==> src/hdl/stt_pkg.sv <==
// ============================================================================
// stt_pkg: shared definitions for the soft timer table
// Command and status codes, field widths, parameter defaults and the
// control/status structs between the controller and the datapath.
// ============================================================================
package stt_pkg;

    localparam int CMD_W     = 2;
    localparam int TASK_W    = 3;
    localparam int NUM_TASKS = 8;
    localparam int TIME_W    = 16;
    localparam int STAT_W    = 2;

    localparam int NUM_SLOTS_DEF  = 8;
    localparam int COUNT_BITS_DEF = 16;

    localparam logic [CMD_W-1:0] CMD_TICK = 2'd0;
    localparam logic [CMD_W-1:0] CMD_SET  = 2'd1;
    localparam logic [CMD_W-1:0] CMD_ACK  = 2'd2;

    localparam logic [STAT_W-1:0] STAT_DONE     = 2'd0;
    localparam logic [STAT_W-1:0] STAT_RELOADED = 2'd1;
    localparam logic [STAT_W-1:0] STAT_NEW_SLOT = 2'd2;
    localparam logic [STAT_W-1:0] STAT_NO_FREE  = 2'd3;

    // Commands from the controller to the datapath
    typedef struct packed {
        logic start;   // capture the accepted item, rewind the slot scan
        logic issue;   // read the slot under the scan index, advance it
        logic finish;  // apply the tick/set/ack update and load the result
    } stt_ctl_t;

    // Status from the datapath to the controller
    typedef struct packed {
        logic last_slot;  // scan index sits on the last slot
    } stt_sts_t;

endpackage

==> src/hdl/soft_timer_table.sv <==
// ============================================================================
// soft_timer_table: table of one-shot task timers with expiry flags
// Set, tick and acknowledge items on one stream; one result item each.
// ============================================================================
//
// channel  dir  signals                          item
// s_       in   s_tvalid s_tready s_tdata s_tuser  command with task and time
// m_       out  m_tvalid m_tready m_tdata          pending flags, fired, status
//
// Each item runs through idle, which takes the item, a scan that walks the
// slot memory one slot per cycle through its single read port, a drain step
// that processes the last slot and a done step that writes back and loads the
// result; only then does the block return to idle for the next item. Reset
// empties every slot and clears all pending flags at once. A stalled result
// holds in the output register; the block takes the next item meanwhile and
// waits at the end of it until the register frees.
//
module soft_timer_table #(
    parameter int NUM_SLOTS  = stt_pkg::NUM_SLOTS_DEF,
    parameter int COUNT_BITS = stt_pkg::COUNT_BITS_DEF
) (
    input  logic        clk,
    input  logic        rst_n,
    input  logic        s_tvalid,
    output logic        s_tready,
    input  logic [23:0] s_tdata,   // [2:0] task_id, [18:3] time_value, [23:19] zero
    input  logic [1:0]  s_tuser,   // [1:0] cmd
    output logic        m_tvalid,
    input  logic        m_tready,
    output logic [23:0] m_tdata    // [7:0] pending_flags, [15:8] fired_mask,
                                   // [17:16] status, [23:18] zero
);
    import stt_pkg::*;

    stt_ctl_t             ctl;
    stt_sts_t             sts;
    logic [NUM_TASKS-1:0] pending_flags;
    logic [NUM_TASKS-1:0] fired_mask;
    logic [STAT_W-1:0]    status;

    stt_ctrl u_ctrl (
        .clk      (clk),
        .rst_n    (rst_n),
        .s_tvalid (s_tvalid),
        .s_tready (s_tready),
        .m_tvalid (m_tvalid),
        .m_tready (m_tready),
        .ctl      (ctl),
        .sts      (sts)
    );

    stt_dp #(
        .NUM_SLOTS  (NUM_SLOTS),
        .COUNT_BITS (COUNT_BITS)
    ) u_dp (
        .clk           (clk),
        .rst_n         (rst_n),
        .ctl           (ctl),
        .sts           (sts),
        .in_cmd        (s_tuser),
        .in_task_id    (s_tdata[2:0]),
        .in_time_value (s_tdata[18:3]),
        .pending_flags (pending_flags),
        .fired_mask    (fired_mask),
        .status        (status)
    );

    assign m_tdata = {6'd0, status, fired_mask, pending_flags};

endmodule

==> src/hdl/stt_ctrl.sv <==
// ============================================================================
// stt_ctrl: sequencer of the soft timer table
// Accepts one item, steps the datapath through every slot, then loads the
// result into the output register once it is free.
// ============================================================================
module stt_ctrl (
    input  logic              clk,
    input  logic              rst_n,
    input  logic              s_tvalid,
    output logic              s_tready,
    output logic              m_tvalid,
    input  logic              m_tready,
    output stt_pkg::stt_ctl_t ctl,
    input  stt_pkg::stt_sts_t sts
);
    import stt_pkg::*;

    typedef enum logic [1:0] {
        ST_IDLE,
        ST_SCAN,
        ST_DRAIN,
        ST_DONE
    } state_t;

    state_t state_reg;
    state_t state_next;
    logic   out_vld_reg;
    logic   out_vld_next;
    logic   out_free;

    assign out_free = !out_vld_reg || m_tready;
    assign s_tready = (state_reg == ST_IDLE);
    assign m_tvalid = out_vld_reg;

    always_comb
    begin
        ctl.start  = (state_reg == ST_IDLE) && s_tvalid;
        ctl.issue  = (state_reg == ST_SCAN);
        ctl.finish = (state_reg == ST_DONE) && out_free;
    end

    always_comb
    begin
        state_next   = state_reg;
        out_vld_next = out_vld_reg && !m_tready;
        case (state_reg)
            ST_IDLE:
            begin
                if (s_tvalid)
                    state_next = ST_SCAN;
            end
            ST_SCAN:
            begin
                if (sts.last_slot)
                    state_next = ST_DRAIN;
            end
            ST_DRAIN:
            begin
                state_next = ST_DONE;
            end
            ST_DONE:
            begin
                if (out_free)
                begin
                    out_vld_next = 1'b1;
                    state_next   = ST_IDLE;
                end
            end
            default:
            begin
                state_next = ST_IDLE;
            end
        endcase
    end

    always_ff @(posedge clk or negedge rst_n)
    begin
        if (!rst_n)
        begin
            state_reg   <= ST_IDLE;
            out_vld_reg <= 1'b0;
        end
        else
        begin
            state_reg   <= state_next;
            out_vld_reg <= out_vld_next;
        end
    end

    a_rise_from_done: assert property (@(posedge clk) disable iff (!rst_n)
        $rose(out_vld_reg) |-> $past(state_reg == ST_DONE))
        else $error("result valid rose outside the done step");

    a_done_holds: assert property (@(posedge clk) disable iff (!rst_n)
        (state_reg == ST_DONE && out_vld_reg && !m_tready) |=> state_reg == ST_DONE)
        else $error("done step left while the output register was full");

    a_scan_ends: assert property (@(posedge clk) disable iff (!rst_n)
        (state_reg == ST_SCAN && sts.last_slot) |=> state_reg == ST_DRAIN)
        else $error("scan ran past the last slot");

endmodule

==> src/hdl/stt_dp.sv <==
// ============================================================================
// stt_dp: slot table datapath of the soft timer table
// Slot memory (task, count), valid bits and pending flags. Slots are read
// one per cycle; each read entry is processed in the cycle after its read.
// ============================================================================
module stt_dp #(
    parameter int NUM_SLOTS  = stt_pkg::NUM_SLOTS_DEF,
    parameter int COUNT_BITS = stt_pkg::COUNT_BITS_DEF
) (
    input  logic                        clk,
    input  logic                        rst_n,
    input  stt_pkg::stt_ctl_t           ctl,
    output stt_pkg::stt_sts_t           sts,
    input  logic [stt_pkg::CMD_W-1:0]   in_cmd,
    input  logic [stt_pkg::TASK_W-1:0]  in_task_id,
    input  logic [stt_pkg::TIME_W-1:0]  in_time_value,
    output logic [stt_pkg::NUM_TASKS-1:0] pending_flags,
    output logic [stt_pkg::NUM_TASKS-1:0] fired_mask,
    output logic [stt_pkg::STAT_W-1:0]  status
);
    import stt_pkg::*;

    localparam int IDX_W   = (NUM_SLOTS > 1) ? $clog2(NUM_SLOTS) : 1;
    localparam int ENTRY_W = TASK_W + COUNT_BITS;
    localparam logic [32:0] CNT_MAX = (33'd1 << COUNT_BITS) - 33'd1;

    logic [ENTRY_W-1:0]    mem [NUM_SLOTS];
    logic [NUM_SLOTS-1:0]  valid_reg;
    logic [NUM_TASKS-1:0]  pending_reg;

    logic [CMD_W-1:0]      cmd_reg;
    logic [TASK_W-1:0]     task_reg;
    logic [COUNT_BITS-1:0] cnt_reg;
    logic [COUNT_BITS-1:0] cnt_sat;
    logic [32:0]           time_ext;

    logic [IDX_W-1:0]      idx_reg;
    logic [IDX_W-1:0]      proc_idx_reg;
    logic                  proc_vld_reg;
    logic [ENTRY_W-1:0]    rd_data_reg;
    logic [TASK_W-1:0]     rd_task;
    logic [COUNT_BITS-1:0] rd_cnt;
    logic                  rd_active;

    logic                  match_reg;
    logic [IDX_W-1:0]      match_idx_reg;
    logic                  free_reg;
    logic [IDX_W-1:0]      free_idx_reg;
    logic [NUM_TASKS-1:0]  fired_acc_reg;

    logic                  mem_we;
    logic [IDX_W-1:0]      mem_waddr;
    logic [ENTRY_W-1:0]    mem_wdata;
    logic                  tick_dec;
    logic                  tick_fire;
    logic                  set_hit;
    logic                  set_free;

    logic [NUM_TASKS-1:0]  pending_final;
    logic [STAT_W-1:0]     status_final;

    // Saturate the loaded count when the counter is narrower than the field
    assign time_ext = 33'(in_time_value);
    assign cnt_sat  = (time_ext > CNT_MAX) ? CNT_MAX[COUNT_BITS-1:0]
                                           : time_ext[COUNT_BITS-1:0];

    assign sts.last_slot = (idx_reg == IDX_W'(NUM_SLOTS - 1));

    assign rd_task   = rd_data_reg[ENTRY_W-1:COUNT_BITS];
    assign rd_cnt    = rd_data_reg[COUNT_BITS-1:0];
    assign rd_active = valid_reg[proc_idx_reg];

    assign tick_dec  = proc_vld_reg && (cmd_reg == CMD_TICK) && rd_active && (rd_cnt != '0);
    assign tick_fire = proc_vld_reg && (cmd_reg == CMD_TICK) && rd_active && (rd_cnt == '0);
    assign set_hit   = proc_vld_reg && (cmd_reg == CMD_SET) && rd_active && (rd_task == task_reg);
    assign set_free  = proc_vld_reg && (cmd_reg == CMD_SET) && !rd_active && !free_reg;

    always_comb
    begin
        mem_we    = tick_dec;
        mem_waddr = proc_idx_reg;
        mem_wdata = {rd_task, rd_cnt - COUNT_BITS'(1)};
        if (ctl.finish && (cmd_reg == CMD_SET) && (match_reg || free_reg))
        begin
            mem_we    = 1'b1;
            mem_waddr = match_reg ? match_idx_reg : free_idx_reg;
            mem_wdata = {task_reg, cnt_reg};
        end
    end

    always_comb
    begin
        pending_final = pending_reg;
        status_final  = STAT_DONE;
        case (cmd_reg)
            CMD_TICK:
            begin
                pending_final = pending_reg | fired_acc_reg;
            end
            CMD_SET:
            begin
                if (match_reg)
                    status_final = STAT_RELOADED;
                else if (free_reg)
                    status_final = STAT_NEW_SLOT;
                else
                    status_final = STAT_NO_FREE;
            end
            CMD_ACK:
            begin
                pending_final = pending_reg & ~(NUM_TASKS'(1) << task_reg);
            end
            default:
            begin
                pending_final = pending_reg;
            end
        endcase
    end

    // Slot memory: one write port, one registered read port
    always_ff @(posedge clk)
    begin
        if (mem_we)
            mem[mem_waddr] <= mem_wdata;
        if (ctl.issue)
            rd_data_reg <= mem[idx_reg];
    end

    // Item capture and result payload
    always_ff @(posedge clk)
    begin
        if (ctl.start)
        begin
            cmd_reg  <= in_cmd;
            task_reg <= in_task_id;
            cnt_reg  <= cnt_sat;
        end
        if (set_hit)
            match_idx_reg <= proc_idx_reg;
        if (set_free)
            free_idx_reg <= proc_idx_reg;
        if (ctl.issue)
            proc_idx_reg <= idx_reg;
        if (ctl.finish)
        begin
            fired_mask <= fired_acc_reg;
            status     <= status_final;
        end
    end

    always_ff @(posedge clk or negedge rst_n)
    begin
        if (!rst_n)
        begin
            valid_reg     <= '0;
            pending_reg   <= '0;
            idx_reg       <= '0;
            proc_vld_reg  <= 1'b0;
            match_reg     <= 1'b0;
            free_reg      <= 1'b0;
            fired_acc_reg <= '0;
        end
        else
        begin
            proc_vld_reg <= ctl.issue;
            if (ctl.start)
            begin
                idx_reg       <= '0;
                match_reg     <= 1'b0;
                free_reg      <= 1'b0;
                fired_acc_reg <= '0;
            end
            else if (ctl.issue)
            begin
                idx_reg <= idx_reg + IDX_W'(1);
            end
            if (set_hit)
                match_reg <= 1'b1;
            if (set_free)
                free_reg <= 1'b1;
            // Expire: flag the task and drop the slot
            if (tick_fire)
            begin
                fired_acc_reg           <= fired_acc_reg | (NUM_TASKS'(1) << rd_task);
                valid_reg[proc_idx_reg] <= 1'b0;
            end
            if (ctl.finish)
            begin
                pending_reg <= pending_final;
                if ((cmd_reg == CMD_SET) && !match_reg && free_reg)
                    valid_reg[free_idx_reg] <= 1'b1;
            end
        end
    end

    assign pending_flags = pending_reg;

    a_fired_tick_only: assert property (@(posedge clk) disable iff (!rst_n)
        (ctl.finish && cmd_reg != CMD_TICK) |-> fired_acc_reg == '0)
        else $error("fired tasks collected for a non-tick item");

    a_no_port_clash: assert property (@(posedge clk) disable iff (!rst_n)
        ctl.finish |-> !proc_vld_reg)
        else $error("set write overlaps slot processing");

    a_proc_follows_issue: assert property (@(posedge clk) disable iff (!rst_n)
        ctl.issue |=> proc_vld_reg && proc_idx_reg == $past(idx_reg))
        else $error("processed slot differs from the slot read");

endmodule
==> config.mk <==
export PLATFORM = sky130hd
export DESIGN_NAME = soft_timer_table
export DESIGN_NICKNAME = d
export VERILOG_FILES = /design/src/hdl/stt_pkg.sv /design/src/hdl/soft_timer_table.sv /design/src/hdl/stt_ctrl.sv /design/src/hdl/stt_dp.sv
export SDC_FILE = /design/constraint.sdc
export NUM_CORES = 1
export LEC_CHECK = 0
export BUFFER_PORTS_ARGS = -buffer_cell sky130_fd_sc_hd__buf_2
export CAP_MARGIN = 10
export CORE_UTILIZATION = 40
export CTS_CLUSTER_SIZE = 8
export DETAILED_ROUTE_END_ITERATION = 8
export PLACE_DENSITY = 0.55
export SYNTH_ARGS = -nofsm -noshare
export SYNTH_HDL_FRONTEND = slang
export SYNTH_SLANG_ARGS = --single-unit
==> constraint.sdc <==
create_clock -name clk -period 4.1 [get_ports clk]
set_input_delay 1.025 -clock clk [delete_from_list [all_inputs] [get_ports clk]]
set_output_delay 1.025 -clock clk [all_outputs]
set_load 0.02 [all_outputs]
## Word-level counts from Yosys, hierarchy flattened

Memory sizes are Yosys's and may differ from the RTL's. A register that Yosys moved wholly into a read port is not among the register bits.
Cells that the tools add are included.

- $add $sub $neg: 2
- Order comparisons: 5
- Equality and inequality tests: 10
- Shift operators: 2
- Mux-type cells: 31
- Bitwise operators: 8
- Reductions and logical operators: 37

Operators by type and width:

| kind | number |
|---|---|
| $mux 8 | 5 |
| $or 8x8->8 | 3 |
| $mux 19 | 1 |
| $logic_and 1x1->1 | 18 |
| $and 8x8->8 | 2 |
| $gt 16x16->1 const B | 1 |
| $logic_not 16->1 | 1 |
| $not 8->8 | 2 |
| $pmux 8 s2 | 1 |
| $reduce_bool 16->1 | 1 |
| $shl 1x3->8 const A | 2 |
| $sub 16x1->16 const B | 1 |
| $mux 1 | 13 |
| $mux 3 | 4 |
| $reduce_bool 2->1 | 5 |
| $lt 3x4->1 const B | 2 |
| $pmux 2 s4 | 1 |
| $demux 1 s3 | 2 |
| $eq 2x2->1 const B | 3 |
| $ge 3x1->1 const B | 2 |
| $mux 2 | 3 |
| $logic_not 1->1 | 5 |
| $eq 2x1->1 const B | 2 |
| $logic_not 2->1 | 2 |
| 11 further kinds | 13 |

- Flip-flop bits (word level): 73
- Bits in writable memories: 152
- Input port bits: 30
- Output and inout port bits: 26
- Word-level logic and storage cells: 114
- Memories kept: 1

Memories:

| memory | depth | bits a word | rd ports | clocked after Yosys merged registers in | write ports | RTL line | RTL |
|---|---|---|---|---|---|---|---|
| u_dp.mem | 8 | 19 | 1 | 1 | 1 | stt_dp.sv:27 | `logic [ENTRY_W-1:0] mem [NUM_SLOTS];` |

## Longest topological paths before layout

- Depth after elaboration: 10
- Mapped depth: 8
- Mapped depth without buffers: 7

## Hierarchy

A second synthesis with hierarchy kept.

- Cell total of the unflattened synthesis: 589
- Area, all modules: 10049.6 sq um

By module, submodules not included:

| module | instances | cells each | area an instance (sq um) | sequential area each (sq um) |
|---|---|---|---|---|
| stt_dp | 1 | 562 | 9769.4 | 7086.8 |
| stt_ctrl | 1 | 20 | 231.5 | 75.1 |
| soft_timer_table | 1 | 7 | 48.8 | 0.0 |

## Worst setup path after synthesis

Ideal clock, no wire load.

- Path type: input -> register
- Start point: input port m_tready
- End point: memory u_dp.mem[6][0] in the netlist's numbering, enable pin
- Setup time: 0.395 ns
- Data arrival time: 2.842 ns
- Required time: 3.705 ns
- Setup slack: 0.863 ns
- Stages on the path: 6
- Path buffers: 2
- Path through: nand2b_1 > o2111ai_1 > clkbuf_1 > buf_2 > a31oi_1 > nor2_1

- Cells in the longest elaborated chain, start to end: 7
- Elaborated cells on any way between the ends: 8
- Those cells by class: 4 x mux; 4 x reduce/logical

RTL lines:

| what | RTL line | RTL |
|---|---|---|
| from (decl) | soft_timer_table.sv:29 | `input logic m_tready,` |
| $logic_or 1x1->1 * | stt_ctrl.sv:31 | `assign out_free = !out_vld_reg \|\| m_tready;` |
| $logic_and 1x1->1 * | stt_ctrl.sv:39 | `ctl.finish = (state_reg == ST_DONE) && out_free;` |
| $logic_and 1x1->1 * (2 in a row) | stt_dp.sv:83 | `if (ctl.finish && (cmd_reg == CMD_SET) && (match_reg \|\| free_reg))` |
| $mux 1 | stt_dp.sv:83 |  |
| $mux 1 | stt_dp.sv:123 | `if (mem_we)` |
| $mux 1 (implied by the code) | stt_dp.sv:124 | `mem[mem_waddr] <= mem_wdata;` |
| to (decl) | stt_dp.sv:27 |  |

Every way passes the cells marked *; elsewhere a longest branch is shown, timed or not.

## Final worst setup path

- Start point: register u_dp.proc_idx_reg[0]
- End point: memory u_dp.mem[3][7] in the netlist's numbering, enable pin

- Cells in the longest elaborated chain, start to end: 7
- Elaborated cells on any way between the ends: 8
- Those cells by class: 6 x mux; 2 x reduce/logical

RTL lines:

| what | RTL line | RTL |
|---|---|---|
| from (decl) | stt_dp.sv:38 | `logic [IDX_W-1:0] proc_idx_reg;` |
| from (signal assigned) | stt_dp.sv:143 | `proc_idx_reg <= idx_reg;` |
| $bmux 1 s3 | stt_dp.sv:71 | `assign rd_active = valid_reg[proc_idx_reg];` |
| $mux 1 (implied by the code) | stt_dp.sv:71 |  |
| $logic_and 1x1->1 (2 in a row) | stt_dp.sv:73 | `assign tick_dec = proc_vld_reg && (cmd_reg == CMD_TICK) && rd_active && (rd_cnt != '0);` |
| $mux 1 | stt_dp.sv:83 |  |
| $mux 1 | stt_dp.sv:123 |  |
| $mux 1 (implied by the code) | stt_dp.sv:124 |  |

Several ways; a longest one is shown, not always the timed one. The select of a mux whose other input is x is not followed.

==> results.yml <==
status:
  status: "finished, final reports clean"
clock_tree:
  post_cts_buffers: 0
  h-tree-depth: 2
  clock-root-buffer: "clkbuf_16"
  clkLatencyLatePin_ns: 0.51
  cts_tree: "done"
  cts-resized-gates: 0
  cts-hold-fix-buffers: 0
  ctsLongestPathBuffers: 3
  clkSlewWorstSetupHoldPaths_ns: 0.05
  cts_made_buffers: 36
  clkSinkCount: 244
finish:
  layout_common_cells: "211 x edfxtp_1, 44 x buf_2, 42 x nor2_1"
  synthToLayoutAreaGrowth_pct: 17.2
  diodes: 0
  nFillCells: 2058
  fin_nets: 679
  fin_cells: 978
  largest_register_ffs: 152
  seqCellArea_mm2: 0.00716
  drive_above_1_share_pct: 28.0
  multi_input_comb_area_mm2: 0.00252
  final_common_cell: "edfxtp_1"
yosys:
  postSynth.asyncResetShare_pct: 13.5
  synth_compound_area_share_pct: 4.67
  synth.ff_latch_count: 244
  synth_flop_cell: "edfxtp_1"
  synth_xor_area_share_pct: 1.51
  yosys.area_share.simple_pct: 5.38
  synth-edff-count: 211
  ys_seq_area_share_pct: 72.8
  synth.cell_area_mm2: 0.00984
  yosys_warnings: 0
  synth_area_per_cell_um2: 17.4
  synth_top_family_by_area: "multiplexers"
  post-synth-top-area-cell: "edfxtp_1"
  synthDistinctLibCells: 48
  synth_cells: 565
  muxShareOfSynthArea_pct: 12.6
  synthAdderAreaFrac_pct: 0.890
  synth_area_leaders: "edfxtp_1 64%, mux4_2 8.9%, dfrtp_1 8.4%, mux2_2 2.7%, nor2_1 1.9%"
  synth.top_cell.area_share_pct: 64.4
power:
  power_frac_comb_pct: 21.8
  clockPowerShare_pct: 32.6
  intPower_mw: 5.82
  ir_drop_mv: 0.413
  power_frac_seq_pct: 45.6
  swShare_pct: 28.8
  power_density_mw_per_mm2: 708
  leakagePower_nw: 4.01
  p_sw_mw: 2.35
sta:
  final_hold_viol_count: 0
  rsz0062_at_grt: "no"
  period_minus_slack_ns: 2.93
  setup_ws_ns: 1.17
  max_freq_mhz: 342
  setup_viol: 0
  tightest_slew_ns: 0.887
  slew-limit-headroom_pct: 40.8
  slew_viol_final: 0
  fin_crit_sh_pct: 71.4
  tns_ns: 0
  skew_ns: 0.0126
placement:
  place_inst: 928
  dp_hpwl_mm: 11.6
  place_ws_ns: 0.911
  port_buffers: 44
  gp_congestion: 0.819
setup_path:
  crit_slowest_cell: "edfxtp_1"
  cp.arrival_ns: 3.08
  cp-start-kind: "flop"
  worstPathCellList: "mux2i_1 -> mux4_2 -> nor4b_4 -> buf_4 -> a41oi_2 -> nor2_2 -> buf_4"
  path_class: "flop to flop"
  crit_path_end_kind: "flop"
  cp.required_ns: 4.26
  r2r_cells: 7
  cpMostUsedCell: "buf_4"
  crit_fanout: 19
  crit_path_max_incr_delay_ns: 0.58
flow_run:
  drv_cap: 0
global_route:
  grt_overflow: 0
  grt_max_degree: 42
  grtUsageTotal_pct: 16.5
  grt_pass1_wl_mm: 31.5
  antenna_found_initial: 0
  first_global_vias: 5478
floorplanning:
  die_height_um: 159
  ios: 56
  die_area_mm2: 0.0252
  initial_core_util_pct: 40.6
  die_x_um: 159
  core_area_mm2: 0.0242
  rows: 57
drt:
  drtAntennaViolNets: 0
  drt_iter0_markers: 365
  routed_wirelength_mm: 20.1
  drc_errors: 0
  vias: 5149
  vias_per_cell: 5.26
  firstDrtPassIters: 5
  wl_per_cell_um: 20.5
min_path:
  hold_path.class: "flop to flop"
  whs_path_depth: 0
-- Yosys cell counts, types with 4 or more instances --
cell type,instances
mux2_2,24
xnor2_1,11
and3_1,4
buf_4,6
xor2_1,6
a21oi_1,31
a31oi_1,9
nor2_1,50
nor3_1,14
edfxtp_1,211
dfrtp_1,33
clkbuf_1,12
buf_2,4
mux2i_1,9
inv_1,17
mux4_2,39
o21ai_0,5
ha_1,7
nor2b_1,8
nand2_1,16
a41oi_1,6
-- power by group through the flow --
stage | clock network [mW] | registers (mW) | logic (mW)
3_5_place_dp | 0 | 3.78 | 1.81
5_1_grt | 2.82 | 3.78 | 1.96
3_3_place_gp | 0 | 3.76 | 1.73
2_1_floorplan | 0 | 3.68 | 1.30
4_1_cts | 2.72 | 3.74 | 1.82
6_report | 2.66 | 3.73 | 1.78
-- through the flow --
stage	hold WS, ns	total power [mW]	utilization [%]	area, um^2
detailed placement	0.480	5.59	43.4	10500
finish	0.495	8.16	47.6	11500
global placement	0.476	5.48	43.4	10500
global route	0.507	8.56	47.6	11500
floorplan	0.443	4.98	-	9860
CTS	0.491	8.28	47.6	11500
-- logic make-up (layout without fill, tap and decap cells) --
kind of cell	after synthesis	count (layout)
XOR/XNOR	17	17
other	1	6
AND/OR/NAND/NOR	110	110
multiplexers	72	72
AO/OA/AOI/OAI	69	69
flip-flops	244	244
adder cells (fa/ha/maj)	7	7
buffers and inverters	45	129
-- critical path, delay by kind of cell (launching register included) --
| family | cells | cell delay (ns) |
|---|---|---|
| flip-flops | 1 | 0.58 |
| AO/OA/AOI/OAI | 1 | 0.24 |
| AND/OR/NAND/NOR | 2 | 0.40 |
| multiplexers | 2 | 0.74 |
| buffers and inverters | 2 | 0.60 |
-- path summary, 6_finish.rpt --
| check | startpoint | end | slack (ns) |
|---|---|---|---|
| hold reg to reg | u_dp.fired_acc_reg[7]$_DFFE_PN0P_ | u_dp.fired_mask[7]$_DFFE_PN_ | 0.49 |
| min in group asynchronous | rst_n | u_dp.pending_flags[6]$_DFFE_PN0P_ | 0.60 |
| setup reg to reg | u_dp.proc_idx_reg[0]$_DFFE_PP_ | u_dp.mem[3][7]$_DFFE_PP_ | 1.17 |
| max in group asynchronous | rst_n | u_dp.idx_reg[0]$_DFFE_PN0P_ | 2.97 |
| setup / recovery | u_dp.proc_idx_reg[0]$_DFFE_PP_ | u_dp.mem[3][7]$_DFFE_PP_ | 1.17 |
| hold / removal | u_dp.fired_acc_reg[7]$_DFFE_PN0P_ | u_dp.fired_mask[7]$_DFFE_PN_ | 0.49 |
-- cell type report --
cell class | instances | share of cell area, %
flip-flops and latches | 244 | 62.1
multi-input cells | 281 | 21.9
clock buffers | 46 | 8.14
well taps | 324 | 3.51
repair buffers | 61 | 3.12
clock inverters | 4 | 0.651
inverters | 18 | 0.586
-- routing by layer --
layer  wire length [um]  GRT usage [%]
met1               8860           22.0
met2               9910           27.3
met3               1010           3.06
met4                309           5.38
met5                  0              0
(Power assumes the default switching activity.)
